--- src/hdl/dnm_pkg.sv ---
`timescale 1ns / 1ps
`default_nettype none
package dnm_pkg;

  localparam int MAX_WIDTH = 2048;
  localparam int COL_W     = $clog2(MAX_WIDTH);
  localparam int WIDTH_W   = 12;

  localparam logic [WIDTH_W-1:0] WIDTH_RESET = 12'd640;
  localparam logic [15:0]        GAIN_RESET  = 16'd256;
  localparam logic [23:0]        FLAT_NORMAL = 24'hff8080;

  // D = 255 * 256, the slope divisor, and its square
  localparam logic [31:0] SLOPE_DIV_SQ = 32'd4261478400;

  // Arithmetic widths of the normal unit
  localparam int MAG_W = 23;              // |diff * gain|
  localparam int SQ_W  = 2 * MAG_W;       // its square
  localparam int S_W   = SQ_W + 2;        // sum of squares
  localparam int Q_W   = S_W + 8;         // q * S
  localparam int P_W   = S_W + 18;        // q^2 * S and trial values

  localparam int STEPS = 8;               // result bits per component

  typedef enum logic [1:0] {
    CFG_IMAGE_WIDTH = 2'd0,
    CFG_GAIN_UP     = 2'd1,
    CFG_GAIN_RIGHT  = 2'd2
  } cfg_idx_t;

  typedef struct packed {
    logic [7:0] depth_sample;
    logic       frame_start;
  } dnm_in_t;

  typedef struct packed {
    logic [31:0] bump_word;
    logic        last_of_run;
  } dnm_out_t;

  typedef struct packed {
    logic       capture;
    logic       latch_above;
    logic       mul;
    logic       square;
    logic       sum;
    logic       iter;
    logic [2:0] bit_idx;
    logic       load_a;
    logic       load_b;
    logic       commit;
  } dnm_cmd_t;

  typedef struct packed {
    logic has_a;
    logic a_normal;
    logic has_b;
  } dnm_status_t;

endpackage
`default_nettype wire

--- src/hdl/dnm_ctrl.sv ---
`timescale 1ns / 1ps
`default_nettype none
module dnm_ctrl
  import dnm_pkg::*;
(
  input  wire logic        clk,
  input  wire logic        rst_n,
  input  wire logic        in_valid,
  output logic             in_stall,
  output logic             out_valid,
  input  wire logic        out_stall,
  input  wire dnm_status_t status,
  output dnm_cmd_t         cmd
);

  typedef enum logic [3:0] {
    ST_IDLE, ST_RD, ST_MUL, ST_SQ, ST_SUM, ST_IT, ST_LA, ST_OA, ST_OB, ST_CM
  } state_t;

  state_t     state_r, state_nxt;
  logic [2:0] bit_r, bit_nxt;
  logic       out_valid_r, out_valid_nxt;

  assign in_stall  = (state_r != ST_IDLE);
  assign out_valid = out_valid_r;

  // sequence one pixel through read, normal unit and result beats
  always_comb begin
    state_nxt     = state_r;
    bit_nxt       = bit_r;
    out_valid_nxt = out_valid_r;
    cmd           = '0;
    cmd.bit_idx   = bit_r;
    case (state_r)
      ST_IDLE: begin
        if (in_valid) begin
          cmd.capture = 1'b1;
          state_nxt   = ST_RD;
        end
      end
      ST_RD: begin
        cmd.latch_above = 1'b1;
        if (status.has_a && status.a_normal) begin
          state_nxt = ST_MUL;
        end else if (status.has_a) begin
          cmd.load_a    = 1'b1;
          out_valid_nxt = 1'b1;
          state_nxt     = ST_OA;
        end else if (status.has_b) begin
          cmd.load_b    = 1'b1;
          out_valid_nxt = 1'b1;
          state_nxt     = ST_OB;
        end else begin
          state_nxt = ST_CM;
        end
      end
      ST_MUL: begin
        cmd.mul   = 1'b1;
        state_nxt = ST_SQ;
      end
      ST_SQ: begin
        cmd.square = 1'b1;
        state_nxt  = ST_SUM;
      end
      ST_SUM: begin
        cmd.sum   = 1'b1;
        bit_nxt   = 3'(STEPS - 1);
        state_nxt = ST_IT;
      end
      ST_IT: begin
        cmd.iter = 1'b1;
        bit_nxt  = bit_r - 3'd1;
        if (bit_r == 3'd0) begin
          state_nxt = ST_LA;
        end
      end
      ST_LA: begin
        cmd.load_a    = 1'b1;
        out_valid_nxt = 1'b1;
        state_nxt     = ST_OA;
      end
      ST_OA: begin
        if (!out_stall) begin
          if (status.has_b) begin
            cmd.load_b = 1'b1;
            state_nxt  = ST_OB;
          end else begin
            out_valid_nxt = 1'b0;
            state_nxt     = ST_CM;
          end
        end
      end
      ST_OB: begin
        if (!out_stall) begin
          out_valid_nxt = 1'b0;
          state_nxt     = ST_CM;
        end
      end
      ST_CM: begin
        cmd.commit = 1'b1;
        state_nxt  = ST_IDLE;
      end
      default: begin
        state_nxt = ST_IDLE;
      end
    endcase
  end

  // hold state, bit counter and output valid
  always_ff @(posedge clk) begin
    if (!rst_n) begin
      state_r     <= ST_IDLE;
      bit_r       <= '0;
      out_valid_r <= 1'b0;
    end else begin
      state_r     <= state_nxt;
      bit_r       <= bit_nxt;
      out_valid_r <= out_valid_nxt;
    end
  end

endmodule
`default_nettype wire

--- config.mk ---
export PLATFORM = sky130hd
export DESIGN_NAME = dnm_ctrl
export DESIGN_NICKNAME = d
export VERILOG_FILES = /design/src/hdl/dnm_pkg.sv /design/src/hdl/dnm_ctrl.sv
export SDC_FILE = /design/constraint.sdc
export NUM_CORES = 1
export LEC_CHECK = 0
export BUFFER_PORTS_ARGS = -buffer_cell sky130_fd_sc_hd__buf_2
export CORE_MARGIN = 2
export CORE_UTILIZATION = 35
export DETAILED_ROUTE_END_ITERATION = 10
export GPL_TIMING_DRIVEN = 0
export PLACE_DENSITY = 0.56
export RECOVER_POWER = 25
export SYNTH_ARGS = -nofsm -noshare
export SYNTH_HDL_FRONTEND = slang
export SYNTH_SLANG_ARGS = --single-unit
--- constraint.sdc ---
create_clock -name clk -period 3.7 [get_ports clk]
set_input_delay 0.555 -clock clk [delete_from_list [all_inputs] [get_ports clk]]
set_output_delay 0.555 -clock clk [all_outputs]
set_load 0.01 [all_outputs]
==> flow_metrics.py, run 1 <==
metrics = {
    "worst_setup_path": {
        "crit_arrival_ns": 1.73,
        "path_max_fanout": 10,
        "cp-startpoint": "state_r[2]",
        "reg2reg_from": "state_r[2]",
        "crit_type": "flop to output pin",
        "endpoint_kind": "output pin",
        "cp-start-kind": "flop",
        "cp.required_ns": 3.14,
    },
    "timing": {
        "fin_crit_ns": 2.28,
        "tns_ns": 0,
        "fin_crit_sh_pct": 61.7,
        "skew_ns": 0.00370,
        "maxSlewViolCount": 0,
        "hold_violations": 0,
        "fmax_mhz": 438,
        "slew_headroom_pct": 70.8,
        "setup_violations": 0,
        "rsz0062_at_grt": "no",
        "worstMarginPinSlew_ns": 0.437,
    },
    "drt": {
        "drtPass1Iterations": 5,
        "first_iter_violations": 23,
        "drt-total-wl_um": 1840,
        "num_vias": 807,
        "postRouteAntennaNets": 0,
        "avgRoutedWirePerCell_um": 12.6,
        "drc_errors": 0,
        "routed_via_density": 5.53,
    },
    "finish": {
        "num_antenna_cells": 0,
        "final_common_cell": "buf_2",
        "finalNonFillerCells": 146,
        "syn_to_final_growth_pct": 20.1,
        "final_cell_mix": "20 x buf_2, 11 x nor2_1, 8 x dfxtp_1",
        "drive_above_1_share_pct": 26.1,
        "nets": 130,
    },
    "placed_design": {
        "dp_hpwl_um": 1370,
        "dp.cells": 143,
        "io_buffers": 20,
        "gp_congestion": 0.841,
    },
    "clocking": {
        "cts_sinks": 8,
        "cts_tree": "yes",
        "worstSkewPairLatency_ns": 0.25,
        "holdBufCountCts": 0,
        "cts_max_level": 1,
        "cts.path.max_buffers": 2,
        "cts_resized": 0,
        "clockRootBuffer": "clkbuf_4",
        "cts_buffers": 3,
        "post-cts-setup-buffers": 0,
        "clk_pin_slew_ns": 0.06,
    },
    "grt": {
        "antenna_found_initial": 0,
        "grt_pass1_vias": 709,
        "grtUsageTotal_pct": 16.5,
        "grt_overflow": 0,
        "grt_pass1_wl_um": 3130,
        "grt_max_degree": 11,
    },
    "pwr": {
        "power_frac_seq_pct": 33.3,
        "switchingPower_mw": 0.116,
        "pwr-share-clk_pct": 22.0,
        "switching_share_pct": 37.8,
        "p_leak_nw": 0.375,
        "ir_drop_v": 0.000199,
        "p_per_area_nw_per_um2": 356,
        "p_int_mw": 0.190,
        "p_comb_share_pct": 44.7,
        "p_total_mw": 0.306,
    },
    "floorplanning": {
        "dieArea_sq_um": 2420,
        "ios": 21,
        "die_height_um": 49.2,
        "core-area_sq_um": 1940,
        "start_util_pct": 36.9,
        "rows": 16,
        "die_x_um": 49.2,
    },
    "logic_synthesis": {
        "syn_inst": 96,
        "syn_nets": 105,
        "ys_ff_latch": 8,
        "synth_seq_area_share_pct": 22.4,
        "syn-cell-area_sq_um": 716,
        "syn_avg_cell_area_sq_um": 7.46,
        "synth-edff-count": 0,
        "ys.flop_type": "dfxtp_1",
        "ys_warn_count": 0,
        "async_flop_share_pct": 0,
        "synth_cell_types": 37,
    },
    "flow_run": {
        "max_cap_viol_count": 0,
    },
    "hold_path": {
        "min_from": "out_valid",
        "hold_path.class": "flop to flop",
    },
    "status": {
        "outcome": "completed",
    },
}
-- per-layer routing --
| metal | up-vias | GRT usage (%) | wire (um) |
|---|---|---|---|
| met3 | 0 | 5.52 | 114 |
| met4 | 0 | 5.71 | 0 |
| li1 | 402 | - | - |
| met2 | 28 | 25.9 | 909 |
| met1 | 377 | 20.9 | 820 |
| met5 | - | 0 | 0 |
-- state kept, by name, summed over array words and instances (netlist names) --
signal and count:
state_r 4, bit_r 3, out_valid 1
-- cell usage after synthesis (all sizes together) (3+ instances only) --
library cell / number / area, sq um
a21oi: 5 / 25.0
a31oi: 3 / 18.8
buf: 9 / 72.6
dfxtp: 8 / 160
inv: 4 / 15.0
nand2: 6 / 25.0
nand2b: 4 / 25.0
nor2: 11 / 41.3
nor2b: 3 / 18.8
nor3: 5 / 25.0
o21a: 3 / 22.5
o21ai: 7 / 35.0
-- worst max-delay path: stages, from the launching register on --
cell and delay, ns:
dfxtp_1 0.47, clkbuf_1 0.40, nand2_2 0.14, o21ai_0 0.16, and3_1 0.18, buf_2 0.13
-- final timing paths --
path / end / slack, ns / cells after the start
worst max register to register: state_r[0] / 2.01 / 5
worst max-delay path: cmd[1] / 1.42 / 5
worst min-delay path: out_valid / 0.48 / 2
worst min register to register: out_valid / 0.48 / 2
-- through the flow --
stage	setup slack [ns]	area [sq um]	hold slack (ns)	util, %
floorplan	2.01	716	0.496	-
global placement	1.76	850	0.464	43.8
detailed placement	1.76	850	0.467	43.8
CTS	1.59	872	0.483	44.9
global route	1.31	860	0.508	44.3
finish	1.42	860	0.478	44.3
-- power by group through the flow --
stage,combinational (mW),sequential (mW),clock (mW)
2_1_floorplan,0.0957,0.106,0
3_5_place_dp,0.138,0.104,0
3_3_place_gp,0.139,0.104,0
4_1_cts,0.138,0.102,0.0730
5_1_grt,0.153,0.103,0.0758
6_report,0.137,0.102,0.0673
-- layout make-up --
| cell class | instances | area, sq um |
|---|---|---|
| plain buffers | 9 | 65.1 |
| fillers | 223 | 1080 |
| flip-flops and latches | 8 | 160 |
| repair buffers | 20 | 95.1 |
| inverters | 4 | 15.0 |
| clock buffers | 3 | 22.5 |
| well taps | 27 | 33.8 |
| multi-input cells | 75 | 468 |
-- kinds of logic after synthesis --
group           count (synthesis)  synth area share, %
compound gates                 28                 25.9
buf+inv                        13                 12.2
fa+ha+maj                       2                 3.50
flops                           8                 22.4
simple gates                   45                 36.0
Power figures use the tool's default switching activity.
==> inputs of run 2 (changes only) <==
--- a/config.mk
+++ b/config.mk
@@ -10,7 +10,7 @@
 export CORE_UTILIZATION = 35
 export DETAILED_ROUTE_END_ITERATION = 10
 export GPL_TIMING_DRIVEN = 0
-export PLACE_DENSITY = 0.56
+export PLACE_DENSITY = 0.58
 export RECOVER_POWER = 25
 export SYNTH_ARGS = -nofsm -noshare
 export SYNTH_HDL_FRONTEND = slang
==> constraint.sdc (replaced) <==
create_clock -name clk -period 1.91 [get_ports clk]
set_input_delay 0.2865 -clock clk [delete_from_list [all_inputs] [get_ports clk]]
set_output_delay 0.2865 -clock clk [all_outputs]
set_load 0.01 [all_outputs]
==> run 2 against run 1 <==
  * Worst setup slack worse by 1.3 ns
  * Combinational power grew 95%
  * Clock skew increased by 0.013 ns
  * Wire length grew 4.8%
  * Clock-buffer cell count stayed put
  * Largest power group unchanged
==> flow_metrics.py, run 2 (same netlist as run 1, synthesis figures left out) <==
metrics = {
    "clocking": {
        "cts_tree": "yes",
        "cts.path.max_buffers": 2,
        "holdBufCountCts": 0,
        "clk_pin_slew_ns": 0.07,
        "cts_sinks": 8,
        "cts_resized": 0,
        "post-cts-setup-buffers": 0,
        "clockRootBuffer": "clkbuf_4",
        "cts_buffers": 3,
        "cts_max_level": 1,
        "worstSkewPairLatency_ns": 0.26,
    },
    "worst_setup_path": {
        "regToRegSetupSlack_ns": 0.36,
        "crit_chain": "buf_6 -> buf_2 -> nor2b_1 -> and3_1 -> buf_2",
        "cp.required_ns": 1.62,
        "cp-start-kind": "flop",
        "crit_top_cell": "buf_2",
        "slowest_stage": "dfxtp_1",
        "path_max_fanout": 10,
        "crit_type": "flop to output pin",
        "crit_arrival_ns": 1.52,
        "endpoint_kind": "output pin",
        "cpPeakStageDelay_ns": 0.35,
    },
    "finish": {
        "nets": 130,
        "regArea_sq_um": 161,
        "n_fill_cell": 217,
        "num_antenna_cells": 0,
        "multiInputGateArea_sq_um": 468,
        "final_area_sq_um": 868,
        "largest_reg_flops": 4,
        "fin_util_pct": 44.7,
        "drive_above_1_share_pct": 27.7,
        "final_common_cell": "buf_2",
        "syn_to_final_growth_pct": 21.3,
        "top_register": "state_r",
        "final_cell_mix": "20 x buf_2, 11 x nor2_1, 7 x dfxtp_1",
    },
    "floorplanning": {
        "dieArea_sq_um": 2420,
        "die_height_um": 49.2,
        "core-area_sq_um": 1940,
        "die_x_um": 49.2,
        "rows": 16,
        "start_util_pct": 36.9,
        "ios": 21,
    },
    "drt": {
        "avgRoutedWirePerCell_um": 13.2,
        "num_vias": 790,
        "drtPass1Iterations": 4,
        "drt-total-wl_um": 1930,
        "drc_errors": 0,
        "routed_via_density": 5.41,
        "first_iter_violations": 10,
        "postRouteAntennaNets": 0,
    },
    "timing": {
        "setup_slack_ns": 0.103,
        "worstMarginPinSlew_ns": 0.343,
        "skew_ns": 0.0164,
        "holdWs_ns": 0.334,
        "maxSlewViolCount": 0,
        "hold_violations": 0,
        "setup_violations": 0,
        "fin_crit_sh_pct": 94.6,
        "slew_headroom_pct": 76.9,
        "fmax_mhz": 553,
        "fin_crit_ns": 1.81,
        "rsz0062_at_grt": "no",
        "tns_ns": 0,
    },
    "grt": {
        "grt_overflow": 0,
        "grt_pass1_vias": 697,
        "grtUsageTotal_pct": 16.3,
        "grt_pass1_wl_um": 3150,
        "grt_max_degree": 11,
        "antenna_found_initial": 0,
    },
    "pwr": {
        "ir_drop_v": 0.000448,
        "p_leak_nw": 0.381,
        "p_per_area_nw_per_um2": 688,
    },
    "placed_design": {
        "gp_congestion": 0.852,
        "pre_cts_ws_ns": 0.372,
        "placed_area_sq_um": 850,
        "io_buffers": 20,
        "dp_hpwl_um": 1480,
    },
    "hold_path": {
        "hold_path.class": "input port to flop",
    },
    "flow_run": {
        "max_cap_viol_count": 0,
    },
    "status": {
        "outcome": "completed",
    },
}
[run 2: cell count changes in the layout (fill, tap and decap cells not counted)]
cell | previous run | this run
buf_6 | 3 | 4
clkbuf_1 | 5 | 4
dfxtp_1 | 8 | 7
dfxtp_2 | 0 | 1
[run 2: through the flow]
step	power [mW]	instances
3_3_place_gp	0.469	143
4_1_cts	0.606	146
5_1_grt	0.643	146
3_5_place_dp	0.471	143
6_report	0.598	146
2_1_floorplan	0.390	96
[run 2: power by group]
| group | switching, mW | internal, mW | leakage (nW) |
|---|---|---|---|
| clock | 0.0600 | 0.0720 | 0.0138 |
| sequential | 0.0131 | 0.186 | 0.0658 |
| combinational | 0.153 | 0.113 | 0.301 |
| total | 0.226 | 0.371 | 0.381 |
[run 2: cell type report]
cell class              count  area share, %
repair buffers             20           11.0
multi-input cells          75           53.9
inverters                   4           1.73
flip-flops and latches      8           18.6
well taps                  27           3.89
plain buffers               9           8.36
clock buffers               3           2.59
[run 2: layer usage]
metal | vias to the layer above | global-route usage [%] | routed length (um)
met1 | 351 | 21.8 | 840
met4 | 0 | 6.67 | 6
met2 | 35 | 26.1 | 930
met5 | - | 0 | 0
met3 | 2 | 2.15 | 155
li1 | 402 | - | -
[run 2: final timing paths]
| path | to | cells after the start | from |
|---|---|---|---|
| hold / removal | out_valid | 3 | rst_n |
| hold reg to reg | out_valid | 2 | out_valid |
| setup reg to reg | state_r[3] | 7 | bit_r[1] |
| setup / recovery | cmd[1] | 5 | state_r[0] |
[run 2: worst max-delay path: cells and delay by family, from the launching register on]
kind	cells	cell delay, ns
buffers and inverters	3	0.50
DFF	1	0.35
and+or+nand+nor	2	0.42
==> inputs of run 3 (changes only) <==
--- a/config.mk
+++ b/config.mk
@@ -6,11 +6,13 @@
 export NUM_CORES = 1
 export LEC_CHECK = 0
 export BUFFER_PORTS_ARGS = -buffer_cell sky130_fd_sc_hd__buf_2
+export CELL_PAD_IN_SITES_DETAIL_PLACEMENT = 0
+export CELL_PAD_IN_SITES_GLOBAL_PLACEMENT = 1
 export CORE_MARGIN = 2
 export CORE_UTILIZATION = 35
 export DETAILED_ROUTE_END_ITERATION = 10
 export GPL_TIMING_DRIVEN = 0
-export PLACE_DENSITY = 0.58
+export PLACE_DENSITY = 0.75
 export RECOVER_POWER = 25
 export SYNTH_ARGS = -nofsm -noshare
 export SYNTH_HDL_FRONTEND = slang
==> constraint.sdc (replaced) <==
create_clock -name clk -period 1.7 [get_ports clk]
set_input_delay 0.255 -clock clk [delete_from_list [all_inputs] [get_ports clk]]
set_output_delay 0.255 -clock clk [all_outputs]
set_load 0.01 [all_outputs]
==> run 3 against run 2 <==
  * Register-to-register slack got worse by 0.19 ns
  * Clock power increased by 9.8%
  * Sequential cell count unchanged
  * Critical path depth unchanged
  * Combinational power increased by 11%
  * Final cell count decreased by 0.68%
  * Die area unchanged
  * Clock skew decreased by 0.012 ns
  * Utilization increased by 0.32 points
  * Power increased by 12%
  * Global-route usage increased by 0.44 points
  * Worst hold slack got worse by 0.059 ns
==> flow_metrics.py, run 3 (same netlist as run 1, synthesis figures left out) <==
metrics = {
    "floorplanning": {
        "core-area_sq_um": 1940,
        "start_util_pct": 36.9,
        "dieArea_sq_um": 2420,
        "die_x_um": 49.2,
        "rows": 16,
        "die_height_um": 49.2,
        "ios": 21,
    },
    "pwr": {
        "ir_drop_v": 0.000450,
        "p_per_area_nw_per_um2": 762,
        "power_frac_seq_pct": 33.6,
        "p_comb_share_pct": 44.6,
        "p_total_mw": 0.667,
        "switchingPower_mw": 0.249,
        "pwr-share-clk_pct": 21.8,
        "p_leak_nw": 0.378,
        "switching_share_pct": 37.4,
        "p_int_mw": 0.418,
    },
    "worst_setup_path": {
        "cp.required_ns": 1.44,
        "cp-start-kind": "flop",
        "regToRegSetupSlack_ns": 0.17,
        "path_max_fanout": 10,
        "worstRegToRegCells": 7,
        "crit_arrival_ns": 1.42,
        "endpoint_kind": "output pin",
        "crit_type": "flop to output pin",
    },
    "drt": {
        "avgRoutedWirePerCell_um": 12.5,
        "drt-total-wl_um": 1820,
        "postRouteAntennaNets": 0,
        "routed_via_density": 5.51,
        "first_iter_violations": 29,
        "drc_errors": 0,
        "num_vias": 799,
        "drtPass1Iterations": 4,
    },
    "finish": {
        "largest_reg_flops": 4,
        "num_antenna_cells": 0,
        "regArea_sq_um": 164,
        "fin_util_pct": 45.0,
        "final_cell_mix": "19 x buf_2, 11 x nor2_1, 7 x dfxtp_1",
        "n_fill_cell": 216,
        "syn_to_final_growth_pct": 22.2,
        "drive_above_1_share_pct": 28.8,
        "top_register": "state_r",
        "final_common_cell": "buf_2",
        "nets": 129,
        "multiInputGateArea_sq_um": 477,
    },
    "hold_path": {
        "hold_path.class": "input port to flop",
        "hold_depth": 3,
    },
    "timing": {
        "skew_ns": 0.00426,
        "fmax_mhz": 597,
        "fin_crit_ns": 1.67,
        "hold_violations": 0,
        "fin_crit_sh_pct": 98.5,
        "rsz0062_at_grt": "yes",
        "setup_violations": 0,
        "slew_headroom_pct": 77.5,
        "maxSlewViolCount": 0,
        "worstMarginPinSlew_ns": 0.333,
    },
    "grt": {
        "grt_max_degree": 20,
        "antenna_found_initial": 0,
        "grt_pass1_vias": 708,
        "grt_pass1_wl_um": 3220,
        "grtUsageTotal_pct": 16.7,
        "grt_overflow": 0,
    },
    "clocking": {
        "clockRootBuffer": "clkbuf_4",
        "cts_tree": "yes",
        "cts_max_level": 1,
        "worstSkewPairLatency_ns": 0.25,
        "clk_pin_slew_ns": 0.05,
        "cts_buffers": 3,
        "cts_sinks": 8,
        "cts.path.max_buffers": 2,
    },
    "flow_run": {
        "max_cap_viol_count": 0,
    },
    "placed_design": {
        "io_buffers": 20,
        "dp_hpwl_um": 1370,
        "gp_congestion": 0.825,
    },
    "status": {
        "outcome": "completed",
    },
}
## run 3: cell types whose count changed in the layout (fill, tap and decap cells not counted)
cell / before / now
buf_2: 20 / 19
dfxtp_2: 1 / 0
dfxtp_4: 0 / 1
o21ai_1: 2 / 1
o21ai_2: 0 / 1
or3_1: 1 / 0
or3_4: 0 / 1
## run 3: path summary, 6_finish.rpt
kind,end,start
min reg2reg,out_valid,out_valid
min,state_r[3],rst_n
max reg2reg,state_r[1],bit_r[0]
max,cmd[1],state_r[1]
## run 3: area by class of cell
cell class,instances,share of cell area (%)
flip-flops and latches,8,18.7
well taps,27,3.86
plain buffers,7,6.87
repair buffers,21,11.7
clock buffers,3,2.58
multi-input cells,75,54.5
inverters,4,1.72
## run 3: through the flow
step           hold slack [ns]  std cells  setup WS [ns]  TNS (ns)  area [sq um]
2_1_floorplan            0.392         96          0.267         0           716
3_3_place_gp             0.463        143          0.175         0           850
3_5_place_dp             0.488        143          0.175         0           850
4_1_cts                  0.261        145         0.0109         0           867
5_1_grt                  0.266        145        -0.0517   -0.0517           875
6_report                 0.275        145         0.0255         0           875
## run 3: worst max-delay path, cell delays in order, from the launching register on
cell     delay [ns]
dfxtp_1        0.32
buf_6          0.15
or3_4          0.36
o21ai_0        0.07
and3_1         0.15
buf_2          0.12
## run 3: power by group through the flow
stage / sequential, mW / clock [mW] / combinational [mW]
2_1_floorplan: 0.230 / 0 / 0.208
3_3_place_gp: 0.226 / 0 / 0.305
3_5_place_dp: 0.227 / 0 / 0.301
4_1_cts: 0.224 / 0.151 / 0.293
5_1_grt: 0.227 / 0.157 / 0.334
6_report: 0.224 / 0.145 / 0.297
## run 3: timing repair
item,4_1_cts,5_1_grt
setup buffers,1,0
setup endpoints to repair,1,4
resized for setup,2,3
endpoints found under the hold margin,0,0
hold buffers,0,0
pin swaps,2,0
cloned,0,0
## run 3: routing by layer
layer	vias up	GRT usage (%)	wire length, um	part of all wire, %
li1	403	-	-	-
met1	362	23.2	856	47
met2	31	23.6	833	46
met3	3	3.99	119	6.5
met4	0	8.57	8	0.44
met5	-	0	0	0
